File: config.mk
export PLATFORM = sky130hd
export DESIGN_NAME = akf_alu
export DESIGN_NICKNAME = d
export VERILOG_FILES = /design/src/hdl/akf_pkg.sv /design/src/hdl/akf_alu.sv
export SDC_FILE = /design/constraint.sdc
export NUM_CORES = 2
export LEC_CHECK = 0
export ABC_AREA = 1
export BUFFER_PORTS_ARGS = -buffer_cell sky130_fd_sc_hd__buf_2
export CORE_ASPECT_RATIO = 1.5
export CORE_MARGIN = 2
export CORE_UTILIZATION = 38
export DETAILED_ROUTE_END_ITERATION = 12
export GPL_ROUTABILITY_DRIVEN = 0
export MAX_ROUTING_LAYER = met4
export SYNTH_ARGS = -nofsm -noshare
export SYNTH_HDL_FRONTEND = slang
export SYNTH_SLANG_ARGS = --single-unit
File: constraint.sdc
create_clock -name clk -period 3.1 [get_ports clk]
set_input_delay 0.62 -clock clk [delete_from_list [all_inputs] [get_ports clk]]
set_output_delay 0.62 -clock clk [all_outputs]
set_load 0.02 [all_outputs]
File: src/hdl/akf_pkg.sv
`default_nettype none
package akf_pkg;

    localparam int FRAC_BITS_DEFAULT = 16;
    localparam int WORD_W = 32;
    localparam int REG_W = 31;
    localparam int CFG_IDX_W = 2;

    localparam logic [REG_W-1:0] PROCESS_NOISE_RESET = 31'd16384;
    localparam logic [REG_W-1:0] MEAS_NOISE_RESET = 31'd22938;
    localparam logic [REG_W-1:0] ALT_VAR_RESET = 31'd98304;
    localparam logic [REG_W-1:0] SPEED_VAR_RESET = 31'd65536;

    localparam logic [CFG_IDX_W-1:0] REG_PROCESS_NOISE = 2'd0;
    localparam logic [CFG_IDX_W-1:0] REG_MEAS_NOISE = 2'd1;
    localparam logic [CFG_IDX_W-1:0] REG_ALT_VAR = 2'd2;
    localparam logic [CFG_IDX_W-1:0] REG_SPEED_VAR = 2'd3;

    // Operation codes of the shared arithmetic unit.
    typedef enum logic [1:0] {
        OP_ADD,
        OP_SUB,
        OP_MUL
    } alu_op_t;

    // Sequencer states.
    typedef enum logic [2:0] {
        ST_IDLE,
        ST_ALU,
        ST_DIV_START,
        ST_DIV_WAIT,
        ST_OUT
    } seq_state_t;

    localparam int STEP_W = 5;

    // Saturate a 66-bit value to the signed 32-bit range.
    function automatic logic [WORD_W:0] sat32(input logic signed [65:0] v);
        logic [WORD_W:0] r;
        if (v > 66'sd2147483647)
            r = {1'b1, 32'h7FFF_FFFF};
        else if (v < -66'sd2147483648)
            r = {1'b1, 32'h8000_0000};
        else
            r = {1'b0, v[WORD_W-1:0]};
        return r;
    endfunction

endpackage
`default_nettype wire

File: src/hdl/akf_alu.sv
`default_nettype none
// Shared add, subtract and rounded-multiply unit. One operation is
// registered per issue; a multiply is registered once more before rounding.
module akf_alu #(
    parameter int FRAC_BITS = akf_pkg::FRAC_BITS_DEFAULT
) (
    input  wire logic                          clk,
    input  wire logic                          rst_n,
    input  wire logic                          start,
    input  wire akf_pkg::alu_op_t              op,
    input  wire logic signed [31:0]            a,
    input  wire logic signed [31:0]            b,
    output logic                               done,
    output logic signed [31:0]                 result,
    output logic                               clip
);
    logic                  prod_valid_reg;
    logic signed [63:0]    prod_reg;
    logic                  done_reg;
    logic signed [31:0]    result_reg;
    logic                  clip_reg;
    logic signed [65:0]    sum;
    logic signed [65:0]    rounded;
    logic [32:0]           sat_sum;
    logic [32:0]           sat_mul;

    always_comb
    begin
        if (op == akf_pkg::OP_SUB)
            sum = 66'(a) - 66'(b);
        else
            sum = 66'(a) + 66'(b);
        // Adding half then an arithmetic shift floors, which equals the
        // rounding of the model for both signs.
        rounded = (66'(prod_reg) + (66'sd1 <<< (FRAC_BITS - 1))) >>> FRAC_BITS;
        sat_sum = akf_pkg::sat32(sum);
        sat_mul = akf_pkg::sat32(rounded);
    end

    always_ff @(posedge clk or negedge rst_n)
    begin
        if (!rst_n)
        begin
            prod_valid_reg <= 1'b0;
            done_reg <= 1'b0;
        end
        else
        begin
            prod_valid_reg <= start && (op == akf_pkg::OP_MUL);
            done_reg <= (start && (op != akf_pkg::OP_MUL)) || prod_valid_reg;
        end
    end

    always_ff @(posedge clk)
    begin
        if (start)
            prod_reg <= a * b;
        if (prod_valid_reg)
        begin
            result_reg <= sat_mul[31:0];
            clip_reg <= sat_mul[32];
        end
        else if (start)
        begin
            result_reg <= sat_sum[31:0];
            clip_reg <= sat_sum[32];
        end
    end

    assign done = done_reg;
    assign result = result_reg;
    assign clip = clip_reg;
endmodule
`default_nettype wire

# --- Word level (Yosys, flattened, before mapping) ---
# Index checks and enable logic that the tools add are counted.
totals:
  out_inout_bits: 34
  elab_cells: 29
  input_bits: 69
  reg_bits: 99
op_classes:
  n_lt_le_gt_ge: 4
  mul: 1
  reduce_logical: 4
  mux: 9
  addsub: 3
  eq_ne: 3
ops:
  columns: ["operator", "count"]
  rows:
  - ["$mux W33", 4]
  - ["$gt A66 B32 Y1 const B", 1]
  - ["$lt A66 B32 Y1 const B", 1]
  - ["$mux W66", 1]
  - ["$add A64 B17 Y65 const B", 1]
  - ["$mul A32 B32 Y64", 1]
  - ["$mux W32", 2]
  - ["$gt A49 B32 Y1 const B", 1]
  - ["$lt A49 B32 Y1 const B", 1]
  - ["$add A32 B32 Y33", 1]
  - ["$sub A32 B32 Y33", 1]
  - ["$eq A2 B1 Y1 const B", 1]
  - ["$eq A2 B2 Y1 const B", 1]
  - ["$logic_and A1 B1 Y1", 2]
  - ["$mux W1", 2]
  - ["$ne A2 B2 Y1 const B", 1]
  - ["$reduce_bool A2 Y1", 1]
  - ["$logic_or A1 B1 Y1", 1]

# --- Longest topological paths before layout ---
logic_depth:
  depth_word: 7
  ltp_mapped: 33
  depth_no_buf: 31

# --- Worst setup path before layout ---
# Ideal clock, no wire load.
synth_path:
  path_type: "input-to-reg"
  startpoint: "input a[31]"
  endpoint: "register prod_reg[60], data pin"
  required_time_ns: 2.848
  setup_slack_ns: -5.202
  n_path_buf: 2
  setup_ns: 0.252
  arrival_ns: 8.050
  stages: 29
  path_cell_list: "clkbuf_1 clkbuf_1 nand2_1 inv_1 fa_1 inv_1 fa_1 inv_1 fa_1 fa_1 inv_1 fa_1 inv_1 fa_1 inv_1 fa_1 inv_1 fa_1 ha_1 a21oi_1 inv_1 a31oi_1 o21ai_0 nand2_1 nand3_1 a31oi_1 nand2_1 nand2_1 nand2_1"
synth_via:
  elab_chain_cells: 1
synth_lines:
  columns: ["element", "line", "text"]
  rows:
  - ["start, declared", "akf_alu.sv:11", "input wire logic signed [31:0] a,"]
  - ["$mul A32 B32 Y64", "akf_alu.sv:57", "prod_reg <= a * b;"]
  - ["end signal, assigned", "akf_alu.sv:57", null]
  - ["end, declared", "akf_alu.sv:18", "logic signed [63:0] prod_reg;"]
# No other way between the ends.
# A chain may end at the register's enable or synchronous reset.

# --- Worst setup path in the final report ---
layout_path:
  startpoint: "input a[31]"
  endpoint: "register prod_reg[54], data pin"
# Same word-level chain as after synthesis.

==> implementation parameters <==
Parameter                              Value

GRT
  Number of antenna violations at the first check in global routing ... 2
  Pin count of the biggest net entering global routing ... 51
  Overall global routing resource usage ... 27.2%
  Global-route wire length before repair ... 249,000 um
  Leftover overflow at the end of global routing ... 0
  Number of global-route vias before repair ... 45,300

Routing
  Post-detailed-route wirelength per cell ... 19.4 um
  Detailed Route Iter0 Violations ... 2,422
  First-pass iteration count of the detailed router ... 5
  Number of vias after detailed routing ... 41,600
  Routed Antenna Nets ... 0
  Post-DR vias/cell ... 4.90
  Sum of routed wire length over all layers ... 165,000 um
  DRC violations left ... 0

Run
  Max-capacitance violation count ... 0

Yosys
  Most repeated cell in the gate-level netlist after synthesis ... inv_1
  Flop and latch count out of synthesis ... 84
  Distinct cell type count after synthesis ... 48
  Leading post-synthesis cells by cell area ... fa_1 (47%), inv_1 (15%), nand2_1 (13%), ha_1 (5.8%), edfxtp_1 (5.3%)
  Number of synthesis warnings ... 0
  Per-instance average area after synthesis ... 7.62 um2
  Synth Net Count ... 7,436
  Number of flops mapped to enable cells by yosys ... 82
  Commonest cells in the synthesized netlist ... inv_1 (1,865), nand2_1 (1,662), fa_1 (1,082)
  Ys async rst share ... 2.38%
  Post-synthesis cell area ... 0.0463 mm2
  Ys flop type ... edfxtp_1
  Library cell occupying the most area in the post-synthesis netlist ... fa_1
  Proportion of synthesized chip area in sequential cells ... 5.43%
  Post-synthesis cell count ... 6,071
  Share of the synthesized area in the top cell type ... 46.8%

Setup path
  Slowest stage cell on the critical path ... fa_2
  Maximum single-stage delay on the critical path ... 0.68 ns
  WP data arrival ... 7.23 ns
  Critical path startpoint category ... input pin
  Type of the worst setup path ... in -> reg
  Crit Path Max Fanout ... 6
  Category of the worst setup path capture point ... flip-flop
  Data required time at the worst endpoint ... 3.20 ns
  Path depth of the worst reg2reg path ... 16
  Register-to-register path setup slack ... 0.34 ns

Clock network
  Clock tree from TritonCTS ... done
  Worst skew pair latency ... 0.36 ns
  Clock edge transition at the registers on the reported setup and hold paths ... 0.07 ns
  Number of clock sinks ... 84
  Clock Path Buffers ... 2
  Clk root buf ... clkbuf_16
  H-tree depth reported by CTS ... 3
  Clock buffers created by TritonCTS ... 9
  Number of hold buffers added after CTS ... 0

Floorplanning
  Ports placed on the boundary ... 103
  Height of the chip ... 431 um
  Die area ... 0.125 mm2
  Row count ... 156
  Initial standard-cell utilization of the core ... 38.4%
  Die Span X ... 289 um
  Std-Cell Core Area ... 0.121 mm2

Timing
  Fin worst setup slack ... -4.03 ns
  Max-slew violation total from the final report ... 0
  Number of failing hold endpoints at the final stage ... 0
  Max_slew headroom ... 51.4%
  Number of setup violations in the final report ... 82
  Measured slew at the worst slew-check pin ... 0.722 ns
  Achievable clock frequency ... 0.140 GHz
  Final critical-path share of the clock period ... 230%
  Unrepaired setup endpoints after global routing ... yes
  Layout Skew ... 0.0160 ns
  Clock period minus worst slack ... 7.13 ns

Worst hold path
  Class of the worst hold path ... in -> async

Final layout
  Post-route core utilization ... 51.0%
  Final #Nets ... 8,269
  Final instance area ... 0.0616 mm2
  Fraction of layout instances using a drive strength above 1 ... 28.6%
  Layout overhead on the synthesized area ... 33.0%
  Flip-flop count of the largest register after layout ... 49
  Fin cells ... 8,492

Placement
  Count of port buffers added during placement ... 102
  Cell area after placement ... 0.0551 mm2
  Post-Place Cells ... 8,282
  Sum of net half-perimeters after detailed placement ... 137,000 um

Outcome
  Outcome ... finished, violations left
  Violations in the final reports ... negative setup slack
-- worst max-delay path: cells and delay by family --
family,cells,cell delay (ns)
buffers and inverters,13,1.03
AO/OA/AOI/OAI,1,0.19
AND/OR/NAND/NOR,7,0.66
adder cells (fa/ha/maj),9,4.58
XOR/XNOR,1,0.14
-- cell usage in the layout, fill, tap and decap left out, types with 34 or more instances in the layout --
cell	instances
ha_1	147
buf_2	45
nor2_2	48
nor2_4	58
xnor2_1	34
nand2_4	78
a21oi_1	59
edfxtp_1	82
xor2_1	88
nor2_1	203
fa_1	995
inv_2	158
buf_4	775
buf_6	118
nand2_1	1414
inv_1	1701
a21oi_2	37
fa_2	87
buf_12	85
ha_4	65
nand2_2	197
nand3_1	54
-- path summary, 6_finish.rpt --
path,startpoint,end
setup / recovery,a[31],prod_reg[54]
hold / removal,rst_n,prod_valid_reg
setup reg to reg,prod_reg[15],clip
hold reg to reg,prod_valid_reg,result[31]
max in group asynchronous,rst_n,done
min in group clk,start,prod_valid_reg
-- routing by layer --
layer / track usage, % / vias up / share of wire, %
li1: - / 18700 / -
met1: 28.1 / 20700 / 34
met2: 48.5 / 1569 / 52
met3: 2.41 / 703 / 5.3
met4: 18.7 / 0 / 9.3
met5: - / - / 0
-- cell type report --
class	instances	area [um2]
Clock buffer	11	243
Inverter	1868	7030
Antenna cell	3	7.51
Timing Repair Buffer	1068	10000
Sequential cell	84	2510
Fill cell	11100	59100
Tap cell	1580	1980
Multi-Input combinational cell	3873	39700
Clock inverter	5	108
-- cell families after synthesis --
logic type               count (synthesis)  share of synthesized area (%)
flip-flops                              84                           5.43
XOR/XNOR                               139                           2.63
AND/OR/NAND/NOR                       2168                           18.5
buffers and inverters                 2114                           17.4
AO/OA/AOI/OAI                          270                           3.38
adder cells (fa/ha/maj)               1296                           52.6
-- stage by stage --
stage	hold WS (ns)	TNS, ns	worst slack (ns)
final	0.0552	-242.69	-4.03
after global routing	0.0468	-257.99	-4.21
after CTS	0.0534	-240.95	-4.00
after detailed placement	0.422	-286.18	-4.88
after global placement	0.423	-286.23	-4.86
after floorplan	0.324	-208.05	-4.19
-- repair_timing --
action | CTS | global route
pin swaps | 353 | 342
endpoints found under the hold margin | 0 | 0
endpoints found under the setup margin | 82 | 82
gates cloned | 11 | 6
setup buffers | 127 | 66
resized for setup | 673 | 500
Power is left out: the tool's default activity adds up to more than one toggle a clock period on the data nets, which glitch-free logic cannot reach.
